## src/ps2_command_packet_sender_macros.svh

```systemverilog
// Assertion macros shared by the PS/2 command packet sender RTL.
// Depends on nothing; the asserting modules include it by bare file name.
// PS2CPS_ASSERT uses the enclosing module's clock and reset signals.
`ifndef PS2_COMMAND_PACKET_SENDER_MACROS_SVH
`define PS2_COMMAND_PACKET_SENDER_MACROS_SVH

`ifndef SYNTHESIS

`define PS2CPS_ASSERT_CLK(label, clk, rst, prop, msg) \
   label: assert property (@(posedge clk) disable iff (rst) (prop)) else $error(msg);

`define PS2CPS_ASSERT(label, prop, msg) \
   `PS2CPS_ASSERT_CLK(label, clock, reset, prop, msg)

`else

`define PS2CPS_ASSERT_CLK(label, clk, rst, prop, msg)

`define PS2CPS_ASSERT(label, prop, msg)

`endif

`endif

```

## src/ps2cps_pkg.sv

```systemverilog
// Types and constants for the PS/2 command packet sender.
// Used by the sender control, packet store and top level; depends on nothing.
package ps2cps_pkg;

   localparam int POS_W   = 5;
   localparam int TALLY_W = 9;
   // byte_index is four bits wide, so no more than this many entries can be loaded
   localparam int INDEX_SPAN = 16;

   typedef logic [POS_W-1:0]   pos_type;
   typedef logic [TALLY_W-1:0] tally_type;

   localparam logic [7:0] REPLY_RESEND       = 8'hFE;
   localparam logic [7:0] REPLY_NACK         = 8'hFC;
   localparam logic [7:0] RESEND_LIMIT_RESET = 8'd3;

   typedef enum logic [1:0] {
      CMD_LOAD  = 2'd0,
      CMD_START = 2'd1,
      CMD_REPLY = 2'd2,
      CMD_NOP   = 2'd3
   } cmd_type;

   typedef enum logic [2:0] {
      ST_PENDING = 3'd0,
      ST_SUCCESS = 3'd1,
      ST_TIMEOUT = 3'd2,
      ST_DEVERR  = 3'd3,
      ST_BUSY    = 3'd4
   } status_type;

   typedef struct packed {
      cmd_type     cmd;
      logic [3:0]  byte_index;
      logic [7:0]  byte_value;
      logic [4:0]  byte_count;
      logic        to_mouse;
      logic [7:0]  reply;
      logic        write_blocked;
   } req_type;

   typedef struct packed {
      logic        issue_write;
      logic        route_prefix;
      logic [7:0]  write_data;
      logic        reply_taken;
      logic        done_res;
      status_type  status;
   } rsp_type;

endpackage

```

## src/ps2cps_req_if.sv

```systemverilog
// Request channel of the PS/2 command packet sender: valid/ready plus item fields.
// Depends on nothing.
interface ps2cps_req_if;
   logic        valid;
   logic        ready;
   logic [1:0]  cmd;
   logic [3:0]  byte_index;
   logic [7:0]  byte_value;
   logic [4:0]  byte_count;
   logic        to_mouse;
   logic [7:0]  reply;
   logic        write_blocked;

   modport source (
      output valid, cmd, byte_index, byte_value, byte_count, to_mouse, reply,
             write_blocked,
      input  ready
   );

   modport sink (
      input  valid, cmd, byte_index, byte_value, byte_count, to_mouse, reply,
             write_blocked,
      output ready
   );
endinterface

```

## src/ps2cps_rsp_if.sv

```systemverilog
// Response channel of the PS/2 command packet sender: valid/ready plus result fields.
// Depends on nothing.
interface ps2cps_rsp_if;
   logic        valid;
   logic        ready;
   logic        issue_write;
   logic        route_prefix;
   logic [7:0]  write_data;
   logic        reply_taken;
   logic        done_res;
   logic [2:0]  status;

   modport source (
      output valid, issue_write, route_prefix, write_data, reply_taken, done_res, status,
      input  ready
   );

   modport sink (
      input  valid, issue_write, route_prefix, write_data, reply_taken, done_res, status,
      output ready
   );
endinterface

```

## src/ps2_command_packet_sender.sv

```systemverilog
// PS/2 command packet sender, top level.
//
// Channels: req_bus carries load, start, reply and no-op items; rsp_bus returns
// exactly one result per item, in order. csr_write_en/csr_write_data set the resend
// limit (reset value 3); write it only while no item is in flight.
// Load items fill the packet store; a start item sends byte 0 (flagged for the
// mouse route command when to_mouse is set) unless the sender is busy or the write
// is blocked; each device reply then acknowledges, repeats or ends the packet.
// Pipeline: each request passes through an input register and a result register
// around one pass of step logic.
// Throughput: one item per cycle while rsp_bus.ready stays high; the step logic
// updates all sender state in one pass.
// Reset: synchronous, clears both pipeline valid bits and the sender state, and sets
// the resend limit to 3; the packet store is not cleared and must be loaded
// before use.
// Stall: while rsp_bus.ready is low the result holds, one further item is taken into
// the input register if it is empty, then req_bus.ready drops.
`include "ps2_command_packet_sender_macros.svh"

module ps2_command_packet_sender import ps2cps_pkg::*; #(
   parameter int MAX_PACKET = 16
) (
   input  logic               clock,
   input  logic               reset,
   ps2cps_req_if.sink         req_bus,
   ps2cps_rsp_if.source       rsp_bus,
   input  logic               csr_write_en,
   input  logic [7:0]         csr_write_data
);

   logic     in_valid_ff, in_valid_in;
   req_type  in_item_ff, in_item_in;
   logic     rsp_valid_ff, rsp_valid_in;
   rsp_type  rsp_item_ff;
   rsp_type  step_result;
   logic     req_transfer;
   logic     advance;

   assign advance       = in_valid_ff && (!rsp_valid_ff || rsp_bus.ready);
   assign req_bus.ready = !in_valid_ff || advance;
   assign req_transfer  = req_bus.valid && req_bus.ready;

   always_comb begin
      in_item_in.cmd           = cmd_type'(req_bus.cmd);
      in_item_in.byte_index    = req_bus.byte_index;
      in_item_in.byte_value    = req_bus.byte_value;
      in_item_in.byte_count    = req_bus.byte_count;
      in_item_in.to_mouse      = req_bus.to_mouse;
      in_item_in.reply         = req_bus.reply;
      in_item_in.write_blocked = req_bus.write_blocked;
   end

   always_comb begin
      priority if (req_transfer) begin
         in_valid_in = 1'b1;
      end else if (advance) begin
         in_valid_in = 1'b0;
      end else begin
         in_valid_in = in_valid_ff;
      end

      priority if (advance) begin
         rsp_valid_in = 1'b1;
      end else if (rsp_bus.ready) begin
         rsp_valid_in = 1'b0;
      end else begin
         rsp_valid_in = rsp_valid_ff;
      end
   end

   ps2cps_ctrl #(
      .MAX_PACKET (MAX_PACKET)
   ) u_ctrl (
      .clock          (clock),
      .reset          (reset),
      .step_en        (advance),
      .item           (in_item_ff),
      .csr_write_en   (csr_write_en),
      .csr_write_data (csr_write_data),
      .result         (step_result)
   );

   always_ff @(posedge clock) begin
      if (reset) begin
         in_valid_ff  <= 1'b0;
         rsp_valid_ff <= 1'b0;
      end else begin
         in_valid_ff  <= in_valid_in;
         rsp_valid_ff <= rsp_valid_in;
      end
   end

   // payload registers: input loads on request transfer, result on advance; hold otherwise
   always_ff @(posedge clock) begin
      if (req_transfer) begin
         in_item_ff <= in_item_in;
      end
      if (advance) begin
         rsp_item_ff <= step_result;
      end
   end

   assign rsp_bus.valid        = rsp_valid_ff;
   assign rsp_bus.issue_write  = rsp_item_ff.issue_write;
   assign rsp_bus.route_prefix = rsp_item_ff.route_prefix;
   assign rsp_bus.write_data   = rsp_item_ff.write_data;
   assign rsp_bus.reply_taken  = rsp_item_ff.reply_taken;
   assign rsp_bus.done_res     = rsp_item_ff.done_res;
   assign rsp_bus.status       = rsp_item_ff.status;

   `PS2CPS_ASSERT(a_transfer_lands,
      req_transfer |=> in_valid_ff,
      "accepted request did not reach the input register")
   `PS2CPS_ASSERT(a_advance_presents,
      advance |=> rsp_valid_ff,
      "stepped item did not produce a result")
   `PS2CPS_ASSERT(a_idle_write_fields,
      (rsp_valid_ff && !rsp_item_ff.issue_write)
         |-> (rsp_item_ff.write_data == 8'h00 && !rsp_item_ff.route_prefix),
      "write fields set on a result without a byte sent")

endmodule

```

## src/ps2cps_store.sv

```systemverilog
// Packet byte store: flip-flop array, one write port, one asynchronous read port.
// Depends on ps2cps_pkg for the position type.
module ps2cps_store import ps2cps_pkg::*; #(
   parameter int DEPTH = 16
) (
   input  logic                     clock,
   input  logic                     wr_en,
   input  logic [$clog2(DEPTH)-1:0] wr_addr,
   input  logic [7:0]               wr_data,
   input  pos_type                  rd_addr,
   output logic [7:0]               rd_data
);

   localparam int ADDR_W = $clog2(DEPTH);

   logic [7:0] mem_ff [DEPTH];

   always_ff @(posedge clock) begin
      if (wr_en) begin
         mem_ff[wr_addr] <= wr_data;
      end
   end

   // positions past the loadable range were never written; return zero
   assign rd_data = (int'(rd_addr) < DEPTH) ? mem_ff[rd_addr[ADDR_W-1:0]] : 8'h00;

endmodule

```

## src/ps2cps_ctrl.sv

```systemverilog
// Packet send control: sender state, resend tally, limit register and step logic.
// Depends on ps2cps_pkg, ps2cps_store and the assertion macro header.
`include "ps2_command_packet_sender_macros.svh"

module ps2cps_ctrl import ps2cps_pkg::*; #(
   parameter int MAX_PACKET = 16
) (
   input  logic        clock,
   input  logic        reset,
   input  logic        step_en,
   input  req_type     item,
   input  logic        csr_write_en,
   input  logic [7:0]  csr_write_data,
   output rsp_type     result
);

   localparam int STORE_DEPTH = (MAX_PACKET < INDEX_SPAN) ? MAX_PACKET : INDEX_SPAN;
   localparam int ADDR_W      = $clog2(STORE_DEPTH);

   logic        sending_ff, sending_in;
   pos_type     next_position_ff, next_position_in;
   pos_type     packet_length_ff, packet_length_in;
   tally_type   resend_tally_ff, resend_tally_in;
   logic        target_mouse_ff, target_mouse_in;
   logic [7:0]  resend_limit_ff;

   tally_type   tally_inc;
   logic        resend_tolerated;
   pos_type     pos_eff;
   pos_type     count_sat;
   logic        store_wr_en;
   logic [7:0]  rd_data;

   assign tally_inc        = tally_type'(resend_tally_ff + 1'b1);
   assign resend_tolerated = tally_inc <= {1'b0, resend_limit_ff};
   assign count_sat        = (int'(item.byte_count) > MAX_PACKET) ? pos_type'(MAX_PACKET)
                                                                  : item.byte_count;
   assign store_wr_en      = step_en && (item.cmd == CMD_LOAD)
                             && (int'(item.byte_index) < MAX_PACKET);

   // byte position for this step: zero on a start, back one on a tolerated resend
   always_comb begin
      pos_eff = next_position_ff;
      if (item.cmd == CMD_START) begin
         pos_eff = '0;
      end else if (item.cmd == CMD_REPLY && item.reply == REPLY_RESEND && resend_tolerated
                   && next_position_ff != '0) begin
         pos_eff = pos_type'(next_position_ff - 1'b1);
      end
   end

   ps2cps_store #(
      .DEPTH (STORE_DEPTH)
   ) u_store (
      .clock   (clock),
      .wr_en   (store_wr_en),
      .wr_addr (item.byte_index[ADDR_W-1:0]),
      .wr_data (item.byte_value),
      .rd_addr (pos_eff),
      .rd_data (rd_data)
   );

   always_comb begin
      logic closed;
      closed           = 1'b0;
      sending_in       = sending_ff;
      next_position_in = next_position_ff;
      packet_length_in = packet_length_ff;
      resend_tally_in  = resend_tally_ff;
      target_mouse_in  = target_mouse_ff;
      result           = '0;
      result.status    = ST_PENDING;

      unique case (item.cmd)
         CMD_START: begin
            if (sending_ff) begin
               result.done_res = 1'b1;
               result.status   = ST_BUSY;
            end else begin
               packet_length_in = count_sat;
               target_mouse_in  = item.to_mouse;
               next_position_in = '0;
               resend_tally_in  = '0;
               if (item.write_blocked) begin
                  result.done_res = 1'b1;
                  result.status   = ST_TIMEOUT;
               end else begin
                  sending_in          = 1'b1;
                  result.issue_write  = 1'b1;
                  result.route_prefix = item.to_mouse;
                  result.write_data   = rd_data;
                  next_position_in    = pos_type'(pos_eff + 1'b1);
               end
            end
         end
         CMD_REPLY: begin
            if (sending_ff) begin
               result.reply_taken = 1'b1;
               priority if (item.reply == REPLY_RESEND) begin
                  if (!resend_tolerated) begin
                     resend_tally_in = '0;
                     closed          = 1'b1;
                     sending_in      = 1'b0;
                     result.done_res = 1'b1;
                     result.status   = ST_TIMEOUT;
                  end else begin
                     resend_tally_in = tally_inc;
                  end
               end else if (item.reply == REPLY_NACK) begin
                  resend_tally_in = '0;
                  closed          = 1'b1;
                  sending_in      = 1'b0;
                  result.done_res = 1'b1;
                  result.status   = ST_DEVERR;
               end else begin
                  resend_tally_in = '0;
               end

               if (!closed) begin
                  priority if (pos_eff >= packet_length_ff) begin
                     sending_in      = 1'b0;
                     result.done_res = 1'b1;
                     result.status   = ST_SUCCESS;
                  end else if (item.write_blocked) begin
                     sending_in      = 1'b0;
                     result.done_res = 1'b1;
                     result.status   = ST_TIMEOUT;
                  end else begin
                     result.issue_write  = 1'b1;
                     result.route_prefix = target_mouse_ff;
                     result.write_data   = rd_data;
                     next_position_in    = pos_type'(pos_eff + 1'b1);
                  end
               end
               next_position_in = closed ? next_position_ff : next_position_in;
               if (!closed && !result.issue_write) begin
                  next_position_in = pos_eff;
               end
            end
         end
         CMD_LOAD, CMD_NOP: begin
         end
      endcase
   end

   always_ff @(posedge clock) begin
      if (reset) begin
         sending_ff       <= 1'b0;
         next_position_ff <= '0;
         packet_length_ff <= '0;
         resend_tally_ff  <= '0;
         target_mouse_ff  <= 1'b0;
      end else if (step_en) begin
         sending_ff       <= sending_in;
         next_position_ff <= next_position_in;
         packet_length_ff <= packet_length_in;
         resend_tally_ff  <= resend_tally_in;
         target_mouse_ff  <= target_mouse_in;
      end
   end

   always_ff @(posedge clock) begin
      if (reset) begin
         resend_limit_ff <= RESEND_LIMIT_RESET;
      end else if (csr_write_en) begin
         resend_limit_ff <= csr_write_data;
      end
   end

   `PS2CPS_ASSERT(a_start_sends_byte,
      $rose(sending_ff) |-> $past(step_en && result.issue_write),
      "packet became active without a byte being sent")
   `PS2CPS_ASSERT(a_idle_reply_ignored,
      (step_en && item.cmd == CMD_REPLY && !sending_ff) |-> (result == '0),
      "reply while idle produced a non-zero result")
   `PS2CPS_ASSERT(a_position_bound,
      sending_ff |-> (next_position_ff <= packet_length_ff || packet_length_ff == '0),
      "send position ran past the packet length")

endmodule

```

## src/flat_wrapper.sv

```systemverilog
// flat-port wrapper written by rule: the top's interface ports become plain ports
module ps2_command_packet_sender_flat import ps2cps_pkg::*;
#(
   parameter int MAX_PACKET = 16
)
  (clock, reset, csr_write_en, csr_write_data, req_bus_valid, req_bus_cmd, req_bus_byte_index, req_bus_byte_value, req_bus_byte_count, req_bus_to_mouse, req_bus_reply, req_bus_write_blocked, req_bus_ready, rsp_bus_valid, rsp_bus_issue_write, rsp_bus_route_prefix, rsp_bus_write_data, rsp_bus_reply_taken, rsp_bus_done_res, rsp_bus_status, rsp_bus_ready);
  ps2cps_req_if req_bus_i ();
  ps2cps_rsp_if rsp_bus_i ();
  input  logic clock;
  input  logic reset;
  input  logic csr_write_en;
  input  logic [7:0] csr_write_data;
  input wire logic [$bits(req_bus_i.valid)-1:0] req_bus_valid;
  input wire logic [$bits(req_bus_i.cmd)-1:0] req_bus_cmd;
  input wire logic [$bits(req_bus_i.byte_index)-1:0] req_bus_byte_index;
  input wire logic [$bits(req_bus_i.byte_value)-1:0] req_bus_byte_value;
  input wire logic [$bits(req_bus_i.byte_count)-1:0] req_bus_byte_count;
  input wire logic [$bits(req_bus_i.to_mouse)-1:0] req_bus_to_mouse;
  input wire logic [$bits(req_bus_i.reply)-1:0] req_bus_reply;
  input wire logic [$bits(req_bus_i.write_blocked)-1:0] req_bus_write_blocked;
  output wire logic [$bits(req_bus_i.ready)-1:0] req_bus_ready;
  output wire logic [$bits(rsp_bus_i.valid)-1:0] rsp_bus_valid;
  output wire logic [$bits(rsp_bus_i.issue_write)-1:0] rsp_bus_issue_write;
  output wire logic [$bits(rsp_bus_i.route_prefix)-1:0] rsp_bus_route_prefix;
  output wire logic [$bits(rsp_bus_i.write_data)-1:0] rsp_bus_write_data;
  output wire logic [$bits(rsp_bus_i.reply_taken)-1:0] rsp_bus_reply_taken;
  output wire logic [$bits(rsp_bus_i.done_res)-1:0] rsp_bus_done_res;
  output wire logic [$bits(rsp_bus_i.status)-1:0] rsp_bus_status;
  input wire logic [$bits(rsp_bus_i.ready)-1:0] rsp_bus_ready;
  assign req_bus_i.valid = req_bus_valid;
  assign req_bus_i.cmd = req_bus_cmd;
  assign req_bus_i.byte_index = req_bus_byte_index;
  assign req_bus_i.byte_value = req_bus_byte_value;
  assign req_bus_i.byte_count = req_bus_byte_count;
  assign req_bus_i.to_mouse = req_bus_to_mouse;
  assign req_bus_i.reply = req_bus_reply;
  assign req_bus_i.write_blocked = req_bus_write_blocked;
  assign req_bus_ready = req_bus_i.ready;
  assign rsp_bus_valid = rsp_bus_i.valid;
  assign rsp_bus_issue_write = rsp_bus_i.issue_write;
  assign rsp_bus_route_prefix = rsp_bus_i.route_prefix;
  assign rsp_bus_write_data = rsp_bus_i.write_data;
  assign rsp_bus_reply_taken = rsp_bus_i.reply_taken;
  assign rsp_bus_done_res = rsp_bus_i.done_res;
  assign rsp_bus_status = rsp_bus_i.status;
  assign rsp_bus_i.ready = rsp_bus_ready;
  ps2_command_packet_sender #(.MAX_PACKET(MAX_PACKET)) u_core (.clock(clock), .reset(reset), .req_bus(req_bus_i), .rsp_bus(rsp_bus_i), .csr_write_en(csr_write_en), .csr_write_data(csr_write_data));
endmodule
```

## config.mk

```make
export PLATFORM = sky130hd
export DESIGN_NAME = ps2_command_packet_sender_flat
export DESIGN_NICKNAME = d
export VERILOG_FILES = /design/src/ps2cps_pkg.sv /design/src/ps2cps_req_if.sv /design/src/ps2cps_rsp_if.sv /design/src/ps2_command_packet_sender.sv /design/src/ps2cps_store.sv /design/src/ps2cps_ctrl.sv /design/src/flat_wrapper.sv
export VERILOG_INCLUDE_DIRS = /design/src /design/src/src
export SDC_FILE = /design/constraint.sdc
export NUM_CORES = 1
export LEC_CHECK = 0
export BUFFER_PORTS_ARGS = -buffer_cell sky130_fd_sc_hd__clkbuf_2
export CORE_MARGIN = 2
export CORE_UTILIZATION = 45
export CTS_CLUSTER_SIZE = 14
export DETAILED_ROUTE_END_ITERATION = 12
export GPL_TIMING_DRIVEN = 0
export SYNTH_ARGS = -nofsm -noshare
export SYNTH_HDL_FRONTEND = slang
export SYNTH_HIERARCHICAL = 1
export SYNTH_SLANG_ARGS = --single-unit
```

## constraint.sdc

```tcl
create_clock -name clock -period 7.7 [get_ports clock]
set_clock_uncertainty 0.05 [all_clocks]
set_input_delay 1.54 -clock clock [delete_from_list [all_inputs] [get_ports clock]]
set_output_delay 1.54 -clock clock [all_outputs]
set_load 0.01 [all_outputs]
```

Yosys cells after proc, flatten, opt, wreduce, memory -nomap -nowiden
Memory sizes are Yosys's and may differ from the RTL's.
Cells that the tools add are included.
Widths: inputs -> output; s select.
{ "classes": {"add_sub_neg": 3, "n_reduce_logical": 22, "n_bitwise": 1, "magnitude_cmp": 4, "shifts": 0, "multipliers": 0, "n_eq_ne": 9, "n_div": 0, "muxes": 56} }
{ "ops": {"columns": ["op", "n"], "rows": [
  ["$mux 10", 7],
  ["$mux 5", 10],
  ["$mux 9", 4],
  ["$mux 4", 8],
  ["$mux 1", 20],
  ["$pmux 10 s2", 1],
  ["$pmux 9 s2", 1],
  ["$eq 8x8->1 const B", 2],
  ["$mux 15", 1],
  ["$pmux 5 s2", 1],
  ["$add 9x1->9 const B", 1],
  ["$le 9x8->1", 1],
  ["$mux 8", 1],
  ["$pmux 4 s2", 1],
  ["$logic_and 1x1->1", 7],
  ["$reduce_and 7->1", 1],
  ["$ne 3x2->1 const B", 2],
  ["$reduce_bool 2->1", 3],
  ["$add 5x1->5 const B", 1],
  ["$ge 5x5->1", 1],
  ["$gt 5x5->1 const B", 1],
  ["$lt 5x5->1 const B", 1],
  ["$reduce_bool 5->1", 1],
  ["$sub 5x1->5 const B", 1],
  ["12 further kinds", 17]
]} }
{ "word_totals": {"ram_bits": 128, "wordCells": 117, "mem_count": 1, "inputBits": 42, "romBits": 0, "reg_bits": 75, "latch_bits": 0} }
{ "mem_list": {"columns": ["memory", "words", "width", "read_ports", "rd_ports_with_merged_regs", "wr", "line", "rtl"], "rows": [
  ["u_core.u_ctrl.u_store.mem_ff", 16, 8, 1, 0, 1, "ps2cps_store.sv:16", "logic [7:0] mem_ff [DEPTH];"]
]} }

Logic depth before layout (Yosys ltp)
{ "depth": {"ltp_word": 18, "depth_mapped": 22} }

Modules after synthesis
Netlist, hierarchy kept.
{ "by_module_without_submodules": {"columns": ["module", "cells_per_inst", "instances", "area_each_um2", "seq_area_each_um2"], "rows": [
  ["ps2cps_store", 223, 1, 5119.9, 3843.7],
  ["ps2cps_ctrl", 288, 1, 2225.9, 580.6],
  ["ps2_command_packet_sender", 54, 1, 1425.1, 1361.3]
]} }

Worst setup path after synthesis
OpenSTA, ideal clock, no wires.
{ "synth_path": {"kind": "register to register", "start": "register u_core.u_ctrl.resend_tally_ff[0]", "end": "register u_core.u_ctrl.next_position_ff[4]", "synth_period_minus_slack_ns": 4.426, "path_stages_with_launch": 23, "setup_slack_ns": 3.274, "arrival_ns": 4.244, "setup_time_ns": 0.132, "cell_sequence": "dfxtp_1 ha_1 and3_4 nand3_1 xnor2_1 ha_1 a22oi_1 nand2_1 o211a_1 nor4_4 xnor2_1 nor2_1 inv_1 ha_1 nand2b_1 a31oi_1 o21ai_0 o21ai_0 or2_0 buf_2 o2111a_1 o2111ai_1 o311ai_1"} }
{ "synth_between": {"elab_chain_cells": 16} }
{ "synth_rtl": {"columns": ["element", "line", "rtl"], "rows": [
  ["from (decl)", "ps2cps_ctrl.sv:23", "tally_type resend_tally_ff, resend_tally_in;"],
  ["from (signal assigned)", "ps2cps_ctrl.sv:157", "resend_tally_ff <= resend_tally_in;"],
  ["$add 9x1->9 *", "ps2cps_ctrl.sv:34", "assign tally_inc = tally_type'(resend_tally_ff + 1'b1);"],
  ["$le 9x8->1 *", "ps2cps_ctrl.sv:35", "assign resend_tolerated = tally_inc <= {1'b0, resend_limit_ff};"],
  ["$logic_and 1x1->1 *", "ps2cps_ctrl.sv:46", "end else if (item.cmd == CMD_REPLY && item.reply == REPLY_RESEND && resend_tolerated"],
  ["$logic_and 1x1->1 *", "ps2cps_ctrl.sv:47", "&& next_position_ff != '0) begin"],
  ["$mux 5 *", "ps2cps_ctrl.sv:46", null],
  ["$mux 5 *", "ps2cps_ctrl.sv:44", "if (item.cmd == CMD_START) begin"],
  ["named net u_core.u_ctrl.pos_eff[0]", "ps2cps_ctrl.sv:29", "pos_type pos_eff;"],
  ["$ge 5x5->1", "ps2cps_ctrl.sv:120", "priority if (pos_eff >= packet_length_ff) begin"],
  ["$mux 10", "ps2cps_ctrl.sv:120", null],
  ["$mux 10", "ps2cps_ctrl.sv:119", "if (!closed) begin"],
  ["$mux 10", "ps2cps_ctrl.sv:97", "if (sending_ff) begin"],
  ["$mux 10", "ps2cps_ctrl.sv:74", "unique case (item.cmd)"],
  ["$logic_not 1->1", "ps2cps_ctrl.sv:136", "if (!closed && !result.issue_write) begin"],
  ["$logic_and 1x1->1", "ps2cps_ctrl.sv:136", null],
  ["$mux 5", "ps2cps_ctrl.sv:136", null],
  ["$mux 5", "ps2cps_ctrl.sv:97", null],
  ["$pmux 5 s2", "ps2cps_ctrl.sv:74", null],
  ["to (signal assigned)", "ps2cps_ctrl.sv:155", "next_position_ff <= next_position_in;"],
  ["to (decl)", "ps2cps_ctrl.sv:21", "pos_type next_position_ff, next_position_in;"]
]} }
Mark *: on every way through the listed nets, which the timed path passes. The rest lies on a longest branch. The select of a mux whose other input is x is not followed.
A chain may end at the register's enable or synchronous reset.

Worst setup path in the final report
Ends and elaborated chain as after synthesis.

==> impl_metrics.csv <==
group,metric,value,unit
global_routing,antenna_found_initial,0,
layout,syn_to_final_growth,15.8,%
timing,hold_ws,444,ps
setup_path,r2r.worst_path.cells,21,
floorplan,die_area,20600,sq um
floorplan,core_area,19300,sq um
setup_path,cp_max_fo,5,
setup_path,cp_data_arrival_time,5730,ps
global_routing,grt_max_degree,30,
layout,layout-drive-gt1-share,17.3,%
routing,drc,0,
setup_path,path_class,"flop to flop",
min_path,hold_end,"u_core/rsp_bus.valid",
timing,slew_violations,0,
timing,period_needed,5390,ps
placed_design,io_buffers,57,
synthesis,netlist_area,8770,sq um
routing,drt_iter0_drc,350,
pwr,p_leak,3.59,nW
floorplan,start_util,45.5,%
routing,vias,5026,
routing,final_antenna_net_count,0,
synthesis,synthArstFlopShare,0,%
synthesis,ys_seq_area_share,66.0,%
synthesis,avgSynthCellArea,15.5,sq um
timing,final-setup-viol-count,0,
clocking,post-cts-setup-buffer-count,0,
synthesis,synth_nets,626,
clocking,ctsHoldBuffers,0,
floorplan,rows,51,
routing,drt_first_pass_iters,5,
layout,multi_input_area,2750,sq um
layout,layout_common_cells,"172 x edfxtp_1, 57 x clkbuf_2, 47 x nor2_1",
global_routing,grt_use_total,17.4,%
min_path,hp-class,"flop to flop",
run_status,outcome,"finished clean",
floorplan,die_w,144,microns
min_path,hp-start,"u_core/in_valid_ff",
timing,hold_viol_final,0,
setup_path,cp-start-kind,"flop",
layout,final_common_cell,"edfxtp_1",
synthesis,syn_inst,565,
timing,min_period_over_period,70.0,%
setup_path,reg2reg_slack,2310,ps
floorplan,fp.dieH,144,microns
clocking,cts_buffers,24,
clocking,clock_latency,520,ps
timing,tns,0,ps
setup_path,end_kind,"flop",
global_routing,grt_pass1_vias,4956,
flow_run,max_cap_viol_count,0,
timing,grt_setup_unrepaired,"no",
clocking,ctsResizeCount,0,
synthesis,synth_warnings,6,
synthesis,synth_flop_cell,"edfxtp_1",
routing,vias_per_cell,5.40,
clocking,cts-root-buf,"clkbuf_16",
setup_path,rr_endpoint,"u_core/u_ctrl/next_position_ff[4]",
setup_path,reg2reg_from,"u_core/u_ctrl/resend_tally_ff[0]",
clocking,cts_tree,"yes",
synthesis,ys_types,68,
synthesis,synth_edf_count,172,
global_routing,grt_overflow,0,
pwr,peakVddDrop,0.215,mV
layout,fillCellCount,1645,
min_path,hold_depth,2,
timing,worstMarginPinSlew,1320,ps
floorplan,pin_count,59,
layout,regArea,5790,sq um
routing,wl_per_cell,18.9,microns
layout,n_antenna_cell,0,
clocking,clk_pin_slew,60,ps
layout,fin_nets,710,
global_routing,grt_pass1_wl,27.0,mm
timing,clock.fmax,0.185,GHz
synthesis,synth_seq_cells,203,
placed_design,gp_congestion,0.900,
clocking,htree_levels,1,
placed_design,dpl.hpwl,11.9,mm
setup_path,crit_required,8030,ps
clocking,cts_buffer_depth,3,
pwr,powerDensity,237,nW/um^2
timing,slew_headroom,11.1,%
clocking,cts_sinks,203,
routing,drt_wl_total,17.6,mm
stage by stage:
step                      setup WS (ps)  utilization [%]  instances  cell area [sq um]  total power [mW]
final                              2310             52.7        931              10200              2.41
after floorplan                    3270                -        565               8770              1.31
after CTS                          2330             52.7        930              10200              2.44
after global routing               1810             52.7        931              10200              2.50
after global placement             2460             48.7        887               9390              1.35
after detailed placement           2380             48.7        887               9390              1.36
synthesized netlist by cell type (all sizes together), types with 2 or more instances:
cell       n  share of area (%)
edfxtp   172                 59
nor2      48                2.1
mux4      32                9.5
dfxtp     31                7.1
inv       27                1.2
mux2i     24                2.7
a21oi     23                1.4
nand2     23               0.98
ha        19                2.7
o21ai     15               0.86
buf       13                1.2
nand3     13               0.74
and2      11               0.83
and3      11               0.90
nor3      10               0.57
clkbuf     7               0.30
nand2b     7               0.50
nand3b     7               0.74
o22ai      7               0.50
xnor2      6               0.60
xor2       5               0.58
a22oi      4               0.34
a31oi      4               0.36
nand4      4               0.29
nor3b      4               0.34
nor4       4               0.46
o211ai     4               0.34
or2        3               0.21
a2111oi    2               0.41
a21o       2               0.17
and4       2               0.20
nor2b      2               0.14
o211a      2               0.23
o21a       2               0.19
or3        2               0.14
or3b       2               0.20
layer usage:
| metal | part of all wire, % | global-route usage, % | vias up |
|---|---|---|---|
| met1 | 43 | 22.4 | 2478 |
| met3 | 4.9 | 3.20 | 23 |
| met4 | 2.0 | 4.85 | 0 |
| met2 | 50 | 30.4 | 147 |
| li1 | - | - | 2378 |
| met5 | 0 | 0 | - |
sequential cells by signal, indices dropped and copies added (netlist names):
signal and cells:
u_core/u_ctrl/u_store/mem_ff 128, u_core/in_item_ff 29, u_core/u_ctrl/resend_tally_ff 9, u_core/rsp_bus.write_data 8, u_core/u_ctrl/resend_limit_ff 8, u_core/u_ctrl/next_position_ff 5
u_core/u_ctrl/packet_length_ff 5, u_core/rsp_bus.status 3, u_core/in_valid_ff 1, u_core/rsp_bus.done_res 1, u_core/rsp_bus.issue_write 1, u_core/rsp_bus.reply_taken 1
u_core/rsp_bus.route_prefix 1, u_core/rsp_bus.valid 1, u_core/u_ctrl/sending_ff 1, u_core/u_ctrl/target_mouse_ff 1
worst max-delay path by stage:
stage	start	end	cells after the start
floorplan	u_core/u_ctrl/resend_tally_ff[0]	u_core/u_ctrl/next_position_ff[4]	22
global placement	u_core/u_ctrl/resend_tally_ff[0]	u_core/u_ctrl/next_position_ff[4]	21
detailed placement	u_core/u_ctrl/resend_tally_ff[0]	u_core/u_ctrl/next_position_ff[4]	21
CTS	u_core/u_ctrl/resend_tally_ff[0]	u_core/u_ctrl/next_position_ff[4]	21
global route	u_core/u_ctrl/resend_tally_ff[0]	u_core/u_ctrl/next_position_ff[4]	21
finish	u_core/u_ctrl/resend_tally_ff[0]	u_core/u_ctrl/next_position_ff[4]	21
worst max-delay path: stages, from the launching register on:
cell and delay [ps]:
dfxtp_1 400, ha_1 260, and3_4 240, nand3_1 140, xnor2_1 170, ha_1 310
a22oi_1 170, nand2_1 90, o211a_1 300, nor3_1 640, nand3_1 210, nor2_1 130
nor3_1 120, ha_1 360, nand2_1 60, o21ai_0 490, o21ai_0 260, or2_0 250
buf_2 160, o2111a_1 150, o2111ai_1 190, o311ai_1 120
power breakdown:
group	internal (mW)	total [mW]	switching [mW]
combinational	0.0428	0.102	0.0593
clock	0.650	1.07	0.422
sequential	1.21	1.23	0.0198
kinds of logic (layout without fill, tap and decap cells):
family	Yosys count	in the layout	share of synthesized area, %
XOR/XNOR	11	11	1.18
adder cells (fa/ha/maj)	19	19	2.71
multiplexers	56	56	12.3
buffers and inverters	47	148	2.70
AND/OR/NAND/NOR	155	155	9.53
AO/OA/AOI/OAI	74	74	5.64
flip-flops	203	203	66.0
layout make-up:
| cell class | count | area share, % |
|---|---|---|
| clock inverters | 9 | 1.24 |
| plain buffers | 20 | 1.33 |
| clock buffers | 34 | 6.28 |
| flip-flops and latches | 203 | 56.9 |
| inverters | 27 | 0.998 |
| multi-input cells | 315 | 27.1 |
| well taps | 265 | 3.26 |
| repair buffers | 58 | 2.88 |
Power figures use the tool's default switching activity.
